**config.mk**
```make
export PLATFORM = sky130hd
export DESIGN_NAME = alternation_flap_guard_unit
export DESIGN_NICKNAME = d
export VERILOG_FILES = /design/src/rtl/core/afg_pkg.sv /design/src/rtl/core/alternation_flap_guard_unit.sv /design/src/rtl/core/afg_cfg.sv /design/src/rtl/core/afg_history.sv /design/src/rtl/core/afg_detect.sv
export SDC_FILE = /design/constraint.sdc
export NUM_CORES = 1
export LEC_CHECK = 0
export BUFFER_PORTS_ARGS = -buffer_cell sky130_fd_sc_hd__buf_4
export CAP_MARGIN = 20
export CORE_ASPECT_RATIO = 0.7
export CORE_MARGIN = 2
export CORE_UTILIZATION = 50
export CTS_CLUSTER_SIZE = 12
export DETAILED_ROUTE_END_ITERATION = 10
export GPL_ROUTABILITY_DRIVEN = 1
export PLACE_DENSITY = 0.7
export SYNTH_ARGS = -nofsm -noshare
export SYNTH_HDL_FRONTEND = slang
export SYNTH_SLANG_ARGS = --single-unit
export TNS_END_PERCENT = 30
```
**constraint.sdc**
```tcl
create_clock -name clk -period 9.15 [get_ports clk]
set_clock_uncertainty 0.15 [all_clocks]
set_input_delay 0.4575 -clock clk [delete_from_list [all_inputs] [get_ports clk]]
set_output_delay 0.4575 -clock clk [all_outputs]
set_load 0.02 [all_outputs]
```
**src/rtl/core/afg_pkg.sv**
```systemverilog
`timescale 1ns / 1ps
// afg_pkg: shared widths, register map and types for the alternation flap guard
// no dependencies; imported by every afg module and the top level

package afg_pkg;

	localparam int HIST_DEPTH = 6;
	localparam int FILL_W     = $clog2(HIST_DEPTH + 1);
	localparam int ID_W       = 32;
	localparam int TIME_W     = 48;
	localparam int CFG_W      = 16;
	localparam int APB_AW     = 3;
	localparam int APB_DW     = 32;

	localparam logic [CFG_W-1:0] FIGHT_WINDOW_RST = 16'd1500;
	localparam logic [CFG_W-1:0] FREEZE_RST       = 16'd2000;

	typedef enum logic {
		REG_FIGHT_WINDOW = 1'b0,
		REG_FREEZE       = 1'b1
	} reg_idx_t;

	typedef logic [ID_W-1:0]                     id_t;
	typedef logic [TIME_W-1:0]                   time_t;
	typedef logic [HIST_DEPTH-1:0][ID_W-1:0]     id_hist_t;
	typedef logic [HIST_DEPTH-1:0][TIME_W-1:0]   time_hist_t;

	typedef struct packed {
		logic  fight;
		logic  frozen;
		time_t freeze_end_nxt;
	} verdict_t;

endpackage

```
**src/rtl/core/alternation_flap_guard_unit.sv**
```systemverilog
`timescale 1ns / 1ps
// alternation_flap_guard_unit: top level of the focus flap guard
// depends on afg_pkg, afg_cfg, afg_history and afg_detect
// a demand in the input register moves its result to the output register when the output advances
// throughput: one demand per cycle unless stalled; history and freeze end load from the input register
// a stalled output holds its result while the input register still takes one more demand
// reset clears the valid flags, fill count and freeze end and loads register defaults

module alternation_flap_guard_unit
	import afg_pkg::*;
(
	input  logic              clk,
	input  logic              arst_n,
	input  logic              s_tvalid,
	output logic              s_tready,
	input  logic [79:0]       s_tdata,  // requester_id [31:0], time_ms [79:32]
	input  logic [0:0]        s_tuser,  // is_owner [0]
	output logic              m_tvalid,
	input  logic              m_tready,
	output logic [7:0]        m_tdata,  // swallow [0], fight_seen [1], zero [7:2]
	input  logic              psel,
	input  logic              penable,
	input  logic              pwrite,
	input  logic [APB_AW-1:0] paddr,
	input  logic [APB_DW-1:0] pwdata,
	output logic [APB_DW-1:0] prdata,
	output logic              pready
);

	logic              valid_s1;
	id_t               id_s1;
	time_t             time_s1;
	logic              owner_s1;
	logic              advance;
	logic              proc;
	logic              push;
	logic [CFG_W-1:0]  fight_window;
	logic [CFG_W-1:0]  freeze_time;
	id_hist_t          hist_id;
	time_hist_t        hist_time;
	logic [FILL_W-1:0] fill;
	time_t             freeze_end_q;
	verdict_t          verdict;
	logic              out_valid_q;
	logic              swallow_q;
	logic              fight_q;

	assign advance  = !out_valid_q || m_tready;
	assign s_tready = !valid_s1 || advance;
	assign proc     = valid_s1 && advance;
	assign push     = proc && !owner_s1;

	afg_cfg u_cfg (
		.clk          (clk),
		.arst_n       (arst_n),
		.psel         (psel),
		.penable      (penable),
		.pwrite       (pwrite),
		.paddr        (paddr),
		.pwdata       (pwdata),
		.prdata       (prdata),
		.pready       (pready),
		.fight_window (fight_window),
		.freeze_time  (freeze_time)
	);

	afg_history u_history (
		.clk       (clk),
		.arst_n    (arst_n),
		.push      (push),
		.push_id   (id_s1),
		.push_time (time_s1),
		.hist_id   (hist_id),
		.hist_time (hist_time),
		.fill      (fill)
	);

	afg_detect u_detect (
		.hist_id      (hist_id),
		.hist_time    (hist_time),
		.fill         (fill),
		.req_id       (id_s1),
		.now          (time_s1),
		.fight_window (fight_window),
		.freeze_time  (freeze_time),
		.freeze_end   (freeze_end_q),
		.verdict      (verdict)
	);

	// input register
	always_ff @(posedge clk or negedge arst_n) begin
		if (!arst_n) begin
			valid_s1 <= 1'b0;
		end else if (s_tready) begin
			valid_s1 <= s_tvalid;
		end
	end

	always_ff @(posedge clk) begin
		if (s_tvalid && s_tready) begin
			id_s1    <= s_tdata[ID_W-1:0];
			time_s1  <= s_tdata[ID_W+TIME_W-1:ID_W];
			owner_s1 <= s_tuser[0];
		end
	end

	always_ff @(posedge clk or negedge arst_n) begin
		if (!arst_n) begin
			freeze_end_q <= '0;
		end else if (push && verdict.fight) begin
			freeze_end_q <= verdict.freeze_end_nxt;
		end
	end

	// result register
	always_ff @(posedge clk or negedge arst_n) begin
		if (!arst_n) begin
			out_valid_q <= 1'b0;
		end else if (advance) begin
			out_valid_q <= valid_s1;
		end
	end

	always_ff @(posedge clk) begin
		if (proc) begin
			swallow_q <= !owner_s1 && (verdict.frozen || verdict.fight);
			fight_q   <= !owner_s1 && verdict.fight;
		end
	end

	assign m_tvalid = out_valid_q;
	assign m_tdata  = {6'b0, fight_q, swallow_q};

	a_fight_swallows: assert property (@(posedge clk) disable iff (!arst_n)
		m_tvalid && m_tdata[1] |-> m_tdata[0])
		else $error("fight result without swallow");

	a_owner_passes: assert property (@(posedge clk) disable iff (!arst_n)
		proc && owner_s1 |=> m_tdata[1:0] == 2'b00)
		else $error("owner demand not passed through");

	a_freeze_ahead: assert property (@(posedge clk) disable iff (!arst_n)
		push && verdict.fight |=> freeze_end_q >= $past(time_s1))
		else $error("freeze end set before the fight demand");

	a_owner_keeps_freeze: assert property (@(posedge clk) disable iff (!arst_n)
		!push |=> $stable(freeze_end_q))
		else $error("freeze end moved without a recorded demand");

endmodule

```
**src/rtl/core/afg_cfg.sv**
```systemverilog
`timescale 1ns / 1ps
// afg_cfg: apb register file holding the fight window and freeze time
// depends on afg_pkg

module afg_cfg
	import afg_pkg::*;
(
	input  logic              clk,
	input  logic              arst_n,
	input  logic              psel,
	input  logic              penable,
	input  logic              pwrite,
	input  logic [APB_AW-1:0] paddr,
	input  logic [APB_DW-1:0] pwdata,
	output logic [APB_DW-1:0] prdata,
	output logic              pready,
	output logic [CFG_W-1:0]  fight_window,
	output logic [CFG_W-1:0]  freeze_time
);

	logic     wr_en;
	reg_idx_t idx;

	assign pready = 1'b1;
	assign wr_en  = psel & penable & pwrite & pready;
	assign idx    = reg_idx_t'(paddr[2]);

	always_ff @(posedge clk or negedge arst_n) begin
		if (!arst_n) begin
			fight_window <= FIGHT_WINDOW_RST;
			freeze_time  <= FREEZE_RST;
		end else if (wr_en) begin
			case (idx)
				REG_FIGHT_WINDOW: fight_window <= pwdata[CFG_W-1:0];
				REG_FREEZE:       freeze_time  <= pwdata[CFG_W-1:0];
				default: ;
			endcase
		end
	end

	always_comb begin
		case (idx)
			REG_FIGHT_WINDOW: prdata = APB_DW'(fight_window);
			REG_FREEZE:       prdata = APB_DW'(freeze_time);
			default:          prdata = '0;
		endcase
	end

endmodule

```
**src/rtl/core/afg_history.sv**
```systemverilog
`timescale 1ns / 1ps
// afg_history: shift line of recent demand ids and times with a fill count
// depends on afg_pkg; newest entry sits at the top index

module afg_history
	import afg_pkg::*;
(
	input  logic              clk,
	input  logic              arst_n,
	input  logic              push,
	input  id_t               push_id,
	input  time_t             push_time,
	output id_hist_t          hist_id,
	output time_hist_t        hist_time,
	output logic [FILL_W-1:0] fill
);

	id_hist_t          id_q;
	time_hist_t        time_q;
	logic [FILL_W-1:0] fill_q;

	always_ff @(posedge clk) begin
		if (push) begin
			for (int i = 0; i < HIST_DEPTH - 1; i++) begin
				id_q[i]   <= id_q[i+1];
				time_q[i] <= time_q[i+1];
			end
			id_q[HIST_DEPTH-1]   <= push_id;
			time_q[HIST_DEPTH-1] <= push_time;
		end
	end

	always_ff @(posedge clk or negedge arst_n) begin
		if (!arst_n) begin
			fill_q <= '0;
		end else if (push && fill_q != FILL_W'(HIST_DEPTH)) begin
			fill_q <= fill_q + FILL_W'(1);
		end
	end

	assign hist_id   = id_q;
	assign hist_time = time_q;
	assign fill      = fill_q;

	a_fill_bound: assert property (@(posedge clk) disable iff (!arst_n)
		fill_q <= FILL_W'(HIST_DEPTH))
		else $error("history fill count beyond depth");

	a_fill_step: assert property (@(posedge clk) disable iff (!arst_n)
		push && fill_q != FILL_W'(HIST_DEPTH) |=> fill_q == $past(fill_q) + FILL_W'(1))
		else $error("history fill count missed a push");

	a_fill_hold: assert property (@(posedge clk) disable iff (!arst_n)
		!push |=> $stable(fill_q))
		else $error("history fill count moved without a push");

endmodule

```
**src/rtl/core/afg_detect.sv**
```systemverilog
`timescale 1ns / 1ps
// afg_detect: fight detection, freeze test and new freeze end for one demand
// depends on afg_pkg; looks at the history as it stands after this demand

module afg_detect
	import afg_pkg::*;
(
	input  id_hist_t          hist_id,
	input  time_hist_t        hist_time,
	input  logic [FILL_W-1:0] fill,
	input  id_t               req_id,
	input  time_t             now,
	input  logic [CFG_W-1:0]  fight_window,
	input  logic [CFG_W-1:0]  freeze_time,
	input  time_t             freeze_end,
	output verdict_t          verdict
);

	id_hist_t          id_view;
	logic              full_view;
	logic [TIME_W:0]   span;
	logic              span_short;
	logic              alt_ok;
	logic [TIME_W:0]   end_sum;

	always_comb begin
		for (int i = 0; i < HIST_DEPTH - 1; i++) begin
			id_view[i] = hist_id[i+1];
		end
		id_view[HIST_DEPTH-1] = req_id;
	end

	assign full_view = (fill >= FILL_W'(HIST_DEPTH - 1));

	// oldest entry after the shift is hist_time[1]
	assign span       = {1'b0, now} - {1'b0, hist_time[1]};
	assign span_short = span[TIME_W] || (span[TIME_W-1:0] < TIME_W'(fight_window));

	always_comb begin
		alt_ok = (id_view[0] != id_view[1]);
		for (int i = 2; i < HIST_DEPTH; i++) begin
			if (id_view[i] != id_view[i-2]) begin
				alt_ok = 1'b0;
			end
		end
	end

	assign end_sum = {1'b0, now} + (TIME_W+1)'(freeze_time);

	assign verdict.fight          = full_view & span_short & alt_ok;
	assign verdict.frozen         = (now < freeze_end);
	assign verdict.freeze_end_nxt = end_sum[TIME_W] ? {TIME_W{1'b1}} : end_sum[TIME_W-1:0];

endmodule

```
==> impl_metrics.json, run 1 <==
{
  "status": "completed",
  "drive_above_1_share": 0.127,
  "ys_ff_latch": 568,
  "p_per_area_nw_per_um2": 202,
  "grt_setup_unrepaired": "no",
  "netlist.area_leader.share": 0.551,
  "die_x_um": 278,
  "hold_start": "pwdata[12]",
  "cts.sinks": 568,
  "gr-max-usage-layer": "met1",
  "synth_top_cell_by_area": "edfxtp_1",
  "root_buffer": "clkbuf_16",
  "ff2ff_setup_slack_ns": 3.07,
  "first_pass_iters": 7,
  "wl_mm": 64.1,
  "fill_cells": 4069,
  "grt_pass1_wl_mm": 96.9,
  "clk_pin_slew_ns": 0.06,
  "die_h_um": 196,
  "hold_viol": 0,
  "synthCells": 2010,
  "cp_slowest_cell": "edfxtp_1",
  "postLayoutCoreUtil": 0.588,
  "met2_usage": 0.324,
  "cts_resized": 0,
  "port_buffers": 124,
  "ys_seq_area_frac": 0.632,
  "min_to": "u_cfg.freeze_time[12]$_DFFE_PN0P_",
  "syn_to_final_growth_pct": 16.3,
  "initial_core_util": 0.505,
  "cp.required_ns": 9.45,
  "min_period_ns": 6.08,
  "dp_cells": 2789,
  "fin_cells": 2994,
  "cts_tree": "done",
  "finalCritPeriodShare": 0.664,
  "antenna_found_initial": 1,
  "synth_flop_cell": "edfxtp_1",
  "timing_worst_setup_path_type": "register to register",
  "timing.fmax_mhz": 165,
  "drtIter0Drc": 1786,
  "drc": 0,
  "synth_edf_count": 483,
  "drv_cap": 0,
  "routabilityCongestion": 0.928,
  "use_met3": 0.0485,
  "slew_viol_final": 0,
  "synth_common_cells": "edfxtp_1 (483), inv_1 (180), ha_1 (129)",
  "place_hpwl_mm": 45.9,
  "via_per_inst": 5.62,
  "fin_setup_tns_ns": 0,
  "overflow": 0,
  "use_met1": 0.373,
  "min_path_cells": 2,
  "htree_num_levels": 2,
  "ys_types": 89,
  "critPathLaunch": "time_s1[1]$_DFFE_PP_",
  "wl_per_cell_um": 21.4,
  "async_flop_share": 0.150,
  "crit_fanout": 37,
  "reg2regPathDepth": 22,
  "synth_area_per_cell_um2": 13.1,
  "netlist_area_um2": 26300,
  "drt.antenna.violating_nets": 0,
  "tightest_slew_ns": 1.17,
  "core_area_um2": 52100,
  "crit_chain": "ha_1 > nor2b_4 > o31a_1 > o2111ai_1 > nand2_2 > a21oi_1 > xnor2_1 > ha_1 > a21o_1 > a21oi_1 > o22ai_1 > a211oi_1 > o2111ai_1 > nor4_1 > and4_1 > nand4_1 > nor4_4 > a32o_1 > buf_4 > and2_1 > buf_4 > a21oi_1",
  "grt_usage": 0.234,
  "clock_path_buffers": 3,
  "yosysWarnings": 0,
  "dieArea_um2": 54600,
  "power.leakage_nw": 11.6,
  "grt_max_degree": 195,
  "max_stage_delay_ns": 0.48,
  "num_rows": 70,
  "vias": 16831,
  "holdWs_ns": 0.0487,
  "cp-start-kind": "register",
  "grt_pass1_vias": 16397,
  "synth_most_common_cell": "edfxtp_1",
  "slew_headroom": 0.201,
  "r2r_end": "freeze_end_q[13]$_DFFE_PN0P_",
  "timing.rr.start": "time_s1[1]$_DFFE_PP_",
  "ys_top_cells_by_area": "edfxtp_1 (55%), dfrtp_1 (6.8%), ha_1 (6.1%)",
  "crit_top_cell": "a21oi_1",
  "vdd_drop_max_uv": 128,
  "nNetsFinal": 2516,
  "clock_latency_ns": 0.61,
  "ioPinCount": 166,
  "worst_ep_arrival_time_ns": 6.38,
  "numCtsBuffers": 56,
  "power_mw": 6.19,
  "antenna_cells": 0,
  "endpoint_kind": "register",
  "setup_viol_count_final": 0,
  "hold_class": "input pin to register"
}
-- cell type report --
type	count	area (um^2)	area share
inverters	180	679	0.0222
clock buffers	98	1620	0.0529
well taps	684	856	0.0279
multi-input cells	1221	8690	0.284
flip-flops and latches	568	16600	0.543
repair buffers	235	2050	0.0670
clock inverters	8	87.6	0.00286
-- through the flow --
stage,cell area (um^2),setup slack (ns)
final,30600,3.07
after global routing,30600,2.69
after CTS,30600,3.14
after detailed placement,27900,3.17
after global placement,27900,3.24
after floorplan,26400,1.73
-- kinds of logic after synthesis --
logic type	count (synthesis)	share of synthesized area
mux	49	0.0210
xor+xnor	154	0.0512
simple gates	471	0.0903
flops	568	0.632
fa+ha+maj	131	0.0628
buf+inv	242	0.0410
compound gates	393	0.101
other cells	2	0.000285
-- placed cells by master, fill, tap and decap left out, types with 56 or more instances in the layout --
| master | count |
|---|---|
| ha_1 | 129 |
| nand2_1 | 118 |
| clkbuf_16 | 58 |
| xor2_1 | 93 |
| nor2_1 | 110 |
| dlygate4sd3_1 | 99 |
| xnor2_1 | 61 |
| inv_1 | 179 |
| o21ai_0 | 56 |
| buf_4 | 132 |
| a21oi_1 | 123 |
| edfxtp_1 | 483 |
| dfrtp_1 | 72 |
-- how the worst max path moves through the flow --
stage | endpoint | slack (ns) | cells past startpoint
after floorplan | u_history.hist_id[100]$_DFFE_PP_ | 1.73 | 4
after global placement | freeze_end_q[1]$_DFFE_PN0P_ | 3.24 | 22
after detailed placement | freeze_end_q[18]$_DFFE_PN0P_ | 3.17 | 22
after CTS | freeze_end_q[18]$_DFFE_PN0P_ | 3.14 | 22
after global routing | freeze_end_q[18]$_DFFE_PN0P_ | 2.69 | 22
final | freeze_end_q[13]$_DFFE_PN0P_ | 3.07 | 22
-- critical path: cells and delay by family, from the launching register on --
| kind | cells | cell delay, ns |
|---|---|---|
| DFF | 1 | 0.48 |
| and+or+nand+nor | 7 | 1.38 |
| adders and majority gates | 2 | 0.62 |
| xor gates and xnor gates | 1 | 0.16 |
| AOI/OAI and AO/OA | 10 | 2.27 |
| buffers and inverters | 2 | 0.79 |
-- layer usage --
metal	part of all wire	routed length [um]	vias to the layer above
met3	0.072	4630	98
met1	0.50	31900	8283
met5	0	0	-
met4	0.021	1380	0
met2	0.41	26200	527
li1	-	-	7923
-- power breakdown --
group | switching [mW] | internal [mW] | leakage (nW) | total, mW
combinational | 0.530 | 0.357 | 5.20 | 0.888
sequential | 0.119 | 3.00 | 5.59 | 3.12
clock | 0.961 | 1.23 | 0.815 | 2.19
-- flip-flops by register name, indices dropped and copies added (netlist names) --
| register | cells |
|---|---|
| u_history.fill | 3 |
| valid_s1 | 1 |
| time_s1 | 48 |
| u_cfg.fight_window | 16 |
| u_history.hist_id | 160 |
| freeze_end_q | 48 |
| owner_s1 | 1 |
| u_history.hist_time | 240 |
| m_tvalid | 1 |
| id_s1 | 32 |
| fight_q | 1 |
| swallow_q | 1 |
| u_cfg.freeze_time | 16 |
-- repair_timing --
item / CTS / global route
endpoints found under the setup margin: 0 / 0
buffers inserted: 0 / 0
hold endpoints to repair: 150 / 0
hold buffers: 99 / 0
No activity file was read; power rests on OpenSTA's default activity.
==> run 2, diff against run 1 <==
Settings changed: PLACE_DENSITY 0.7 to 0.68.
Clock period 9.15 ns to 5.75 ns, I/O delays scaled along.
==> run 2 against run 1 <==
Count of clock-buffer cells in the layout decreased by 2. First-iteration DRC count decreased by 10%. Sequential share of layout area about the same. Global-route usage increased by 0.38 points. Final cell count increased by 0.13%. Worst setup slack got worse by 2.8 ns. Design area about the same. Non-clock buffer count increased by 5. Utilization about the same. Combinational power increased by 60%. Critical endpoint is now freeze_end_q[42]$_DFFE_PN0P_. Largest cell class unchanged. Largest power group unchanged.
==> impl_metrics.json, run 2 (synthesis results as in run 1) <==
{
  "status": "completed",
  "grt_setup_unrepaired": "no",
  "p_per_area_nw_per_um2": 320,
  "grt_max_degree": 161,
  "fin_ws_ns": 0.275,
  "drv_cap": 0,
  "port_buffers": 124,
  "place_area_um2": 28000,
  "antenna_cells": 0,
  "die_h_um": 196,
  "worst_ep_arrival_time_ns": 5.80,
  "endpoint_kind": "register",
  "overflow": 0,
  "numCtsBuffers": 56,
  "fin_area_um2": 30700,
  "vias": 17010,
  "wl_mm": 65.2,
  "drive_above_1_share": 0.129,
  "fin_setup_tns_ns": 0,
  "cts_tree": "done",
  "hold_class": "input pin to async pin",
  "place_hpwl_mm": 46.9,
  "setup_viol_count_final": 0,
  "power.leakage_nw": 11.6,
  "initial_core_util": 0.505,
  "first_pass_iters": 6,
  "drc": 0,
  "hold_viol": 0,
  "fin_cells": 2998,
  "dp_cells": 2792,
  "nNetsFinal": 2521,
  "grt_pass1_wl_mm": 98.0,
  "clock_latency_ns": 0.61,
  "root_buffer": "clkbuf_16",
  "finalCritPeriodShare": 0.952,
  "cp-start-kind": "register",
  "wl_per_cell_um": 21.7,
  "htree_num_levels": 2,
  "cts.sinks": 568,
  "holdWs_ns": 0.0820,
  "grt_pass1_vias": 16271,
  "cts_setup_buffers": 0,
  "drtIter0Drc": 1605,
  "cp.required_ns": 6.08,
  "power_mw": 9.80,
  "clock_path_buffers": 3,
  "slew_viol_final": 0,
  "ioPinCount": 166,
  "core_area_um2": 52100,
  "slew_headroom": 0.208,
  "dieArea_um2": 54600,
  "timing.fmax_mhz": 183,
  "syn_to_final_growth_pct": 16.4,
  "pre_cts_ws_ns": 0.341,
  "antenna_found_initial": 0,
  "clk_pin_slew_ns": 0.06,
  "grt_usage": 0.238,
  "via_per_inst": 5.67,
  "routabilityCongestion": 0.932,
  "die_x_um": 278,
  "final_cell_mix": "edfxtp_1 (483), inv_1 (179), buf_4 (135), ha_1 (129), a21oi_1 (123)",
  "tightest_slew_ns": 1.16,
  "timing_worst_setup_path_type": "register to register",
  "num_rows": 70,
  "largest_reg_flops": 240,
  "layout_commonest_cell": "edfxtp_1",
  "drt.antenna.violating_nets": 0,
  "postLayoutCoreUtil": 0.588,
  "vdd_drop_max_uv": 206,
  "crit_fanout": 15,
  "min_period_ns": 5.47
}
==> run 2: layout make-up <==
type                            count  area (um^2)
Clock inverter                      9         88.8
Multi-Input combinational cell   1221         8690
Timing Repair Buffer              240         2100
Sequential cell                   568        16600
Inverter                          180          679
Tap cell                          684          856
Fill cell                        4108        21500
Clock buffer                       96         1580
==> run 2: worst paths after layout <==
check / to / slack [ns] / cells past startpoint / start
worst min-delay path: u_cfg.fight_window[15]$_DFFE_PN0P_ / 0.08 / 2 / arst_n
worst min register to register: u_history.hist_time[127]$_DFFE_PP_ / 0.25 / 0 / u_history.hist_time[175]$_DFFE_PP_
min in group clk: u_cfg.freeze_time[1]$_DFFE_PN0P_ / 0.22 / 4 / penable
worst max register to register: freeze_end_q[42]$_DFFE_PN0P_ / 0.28 / 21 / time_s1[1]$_DFFE_PP_
max in group asynchronous: m_tvalid$_DFFE_PN0P_ / 4.17 / 3 / arst_n
worst max-delay path: freeze_end_q[42]$_DFFE_PN0P_ / 0.28 / 21 / time_s1[1]$_DFFE_PP_
==> run 2: critical path, stage by stage (launching register included) <==
cell,delay [ns]
edfxtp_1,0.50
ha_1,0.35
nor2b_4,0.13
o31a_1,0.30
o2111ai_1,0.37
nand2_2,0.17
a21oi_1,0.20
xnor2_1,0.15
ha_1,0.27
a21o_1,0.16
a21oi_1,0.16
o22ai_1,0.11
a211oi_1,0.35
o2111ai_1,0.17
nor4_1,0.19
and4_1,0.22
nand4_1,0.15
nor4_4,0.28
nand2_2,0.12
a211oi_4,0.25
buf_12,0.22
mux2_2,0.35
==> run 2: power by group <==
part / internal, mW / switching (mW) / total [mW]
Sequential: 4.78 / 0.193 / 4.97
Clock: 1.91 / 1.51 / 3.41
Combinational: 0.570 / 0.848 / 1.42
Total: 7.25 / 2.55 / 9.80
==> run 2: repair_timing <==
item,in CTS,in global routing
gates resized for setup,0,1
endpoints found under the hold margin,155,0
setup endpoints to repair,0,37
hold buffers,101,0
==> run 2: routing by layer <==
layer  vias up  wire length, um  GRT usage
li1       7914                -          -
met1      8439            32100      0.380
met2       594            26300      0.326
met3        63             5880     0.0607
met4         0              917     0.0468
met5         -                0          0
==> run 3, diff against run 2 <==
Settings changed: REMOVE_ABC_BUFFERS set to 1.
==> run 3 against run 2 <==
Hold slack lost 0.021 ns. Utilization grew 0.077 points. Critical path depth shrank 2. Critical endpoint is now freeze_end_q[28]$_DFFE_PN0P_.
==> impl_metrics.json, run 3 (synthesis results as in run 1) <==
{
  "clock_latency_ns": 0.62,
  "num_rows": 70,
  "grt_pass1_wl_mm": 99.8,
  "cts_tree": "done",
  "tightest_slew_ns": 0.939,
  "vdd_drop_max_uv": 198,
  "power_mw": 9.88,
  "drv_cap": 0,
  "ioPinCount": 166,
  "status": "completed",
  "cts.sinks": 568,
  "port_buffers": 124,
  "cp_slowest_cell": "edfxtp_1",
  "dieArea_um2": 54600,
  "path_buf_inv": 1,
  "wl_per_cell_um": 22.0,
  "worst_ep_arrival_time_ns": 5.81,
  "slew_viol_final": 0,
  "hold_viol": 0,
  "finalCritPeriodShare": 0.955,
  "slew_headroom": 0.374,
  "critical_path.top_delay_family": "simple AND/OR/NAND/NOR gates",
  "drt.antenna.violating_nets": 0,
  "die_x_um": 278,
  "clk_pin_slew_ns": 0.06,
  "timing.fmax_mhz": 182,
  "cp.required_ns": 6.07,
  "crit_fanout": 11,
  "hold_class": "input pin to async pin",
  "initial_core_util": 0.505,
  "fill_cells": 4151,
  "die_h_um": 196,
  "first_pass_iters": 6,
  "layout_commonest_cell": "edfxtp_1",
  "place_area_um2": 28000,
  "p_per_area_nw_per_um2": 322,
  "endpoint_kind": "register",
  "drtIter0Drc": 1651,
  "timing_worst_setup_path_type": "register to register",
  "min_period_ns": 5.49,
  "place_hpwl_mm": 48.0,
  "power.leakage_nw": 11.6,
  "numCtsBuffers": 56,
  "setup_viol_count_final": 0,
  "clock_path_buffers": 3,
  "fin_setup_tns_ns": 0,
  "antenna_found_initial": 0,
  "final_cell_mix": "edfxtp_1 (483), inv_1 (179), buf_4 (139), ha_1 (129), a21oi_1 (123)",
  "vias": 17007,
  "antenna_cells": 0,
  "grt_max_degree": 136,
  "fin_area_um2": 30700,
  "syn_to_final_growth_pct": 16.5,
  "cp-start-kind": "register",
  "drive_above_1_share": 0.130,
  "wl_mm": 66.1,
  "grt_pass1_vias": 16488,
  "routabilityCongestion": 0.926,
  "overflow": 0,
  "postLayoutCoreUtil": 0.589,
  "max_stage_delay_ns": 0.49,
  "crit_chain": "ha_1 > nor2b_4 > o31a_1 > o31a_1 > a31oi_2 > nand2_1 > xor2_1 > ha_1 > nor4b_1 > o2111ai_1 > or3_1 > nor4_1 > and4_1 > nand4_1 > nor4_4 > nand2_2 > a211oi_4 > buf_4 > mux2_2",
  "htree_num_levels": 2,
  "grt_usage": 0.244,
  "holdWs_ns": 0.0606,
  "via_per_inst": 5.67,
  "drc": 0,
  "nNetsFinal": 2524,
  "core_area_um2": 52100,
  "largest_reg_flops": 240,
  "root_buffer": "clkbuf_16",
  "grt_setup_unrepaired": "no"
}
run 3: changes by cell type in the layout (fill, tap and decap cells not counted), sizes merged:
cell,change
buf,+3
clkinv,-2
clkbuf,-1
inv,+1
bufinv,+1
run 3: layer usage:
layer  wire, um  vias to the layer above  global-route usage
met5          0                        -                   0
met2      26500                      591               0.329
li1           -                     7931                   -
met4       1010                        0              0.0503
met3       5810                       72              0.0622
met1      32800                     8413               0.393
run 3: what timing repair did:
item	CTS	global route
setup buffers	0	0
hold buffers	101	0
gates resized for setup	0	1
hold endpoints to repair	149	0
endpoints found under the setup margin	0	17
run 3: cell type report:
| class | instances | area [um^2] | area share |
|---|---|---|---|
| clock buffer | 95 | 1580 | 0.0514 |
| clock inverter | 9 | 119 | 0.00387 |
| timing repair buffer | 243 | 2110 | 0.0689 |
| sequential | 568 | 16600 | 0.542 |
| inverter | 180 | 683 | 0.0223 |
| multi-input combinational | 1221 | 8700 | 0.283 |
| tap | 684 | 856 | 0.0279 |
run 3: worst paths after layout:
check	start	to	slack (ns)	cells after the start
max	time_s1[1]$_DFFE_PP_	freeze_end_q[28]$_DFFE_PN0P_	0.26	19
min	arst_n	freeze_end_q[43]$_DFFE_PN0P_	0.06	2
max reg2reg	time_s1[1]$_DFFE_PP_	freeze_end_q[28]$_DFFE_PN0P_	0.26	19
min reg2reg	u_history.hist_time[156]$_DFFE_PP_	u_history.hist_time[108]$_DFFE_PP_	0.25	0
max in group asynchronous	arst_n	u_cfg.fight_window[0]$_DFFE_PN0P_	4.19	3
min in group clk	s_tdata[19]	id_s1[19]$_DFFE_PP_	0.23	2
run 3: through the flow:
stage | setup WS, ns | instances
6_report | 0.260 | 3000
5_1_grt | 0.0652 | 3000
4_1_cts | 0.304 | 3000
3_5_place_dp | 0.353 | 2795
3_3_place_gp | 0.430 | 2795
2_1_floorplan | -3.94 | 1969
run 3: power breakdown:
group	switching, mW	internal (mW)
sequential	0.187	4.77
combinational	0.867	0.571
clock	1.53	1.95
total	2.58	7.30
run 3: worst reg2reg max path, stage by stage, from the launching register on:
cell and delay (ns):
edfxtp_1 0.49, ha_1 0.34, nor2b_4 0.13, o31a_1 0.29, o31a_1 0.30, a31oi_2 0.24
nand2_1 0.16, xor2_1 0.17, ha_1 0.20, nor4b_1 0.36, o2111ai_1 0.15, or3_1 0.40
nor4_1 0.28, and4_1 0.24, nand4_1 0.15, nor4_4 0.29, nand2_2 0.12, a211oi_4 0.23
buf_4 0.27, mux2_2 0.37
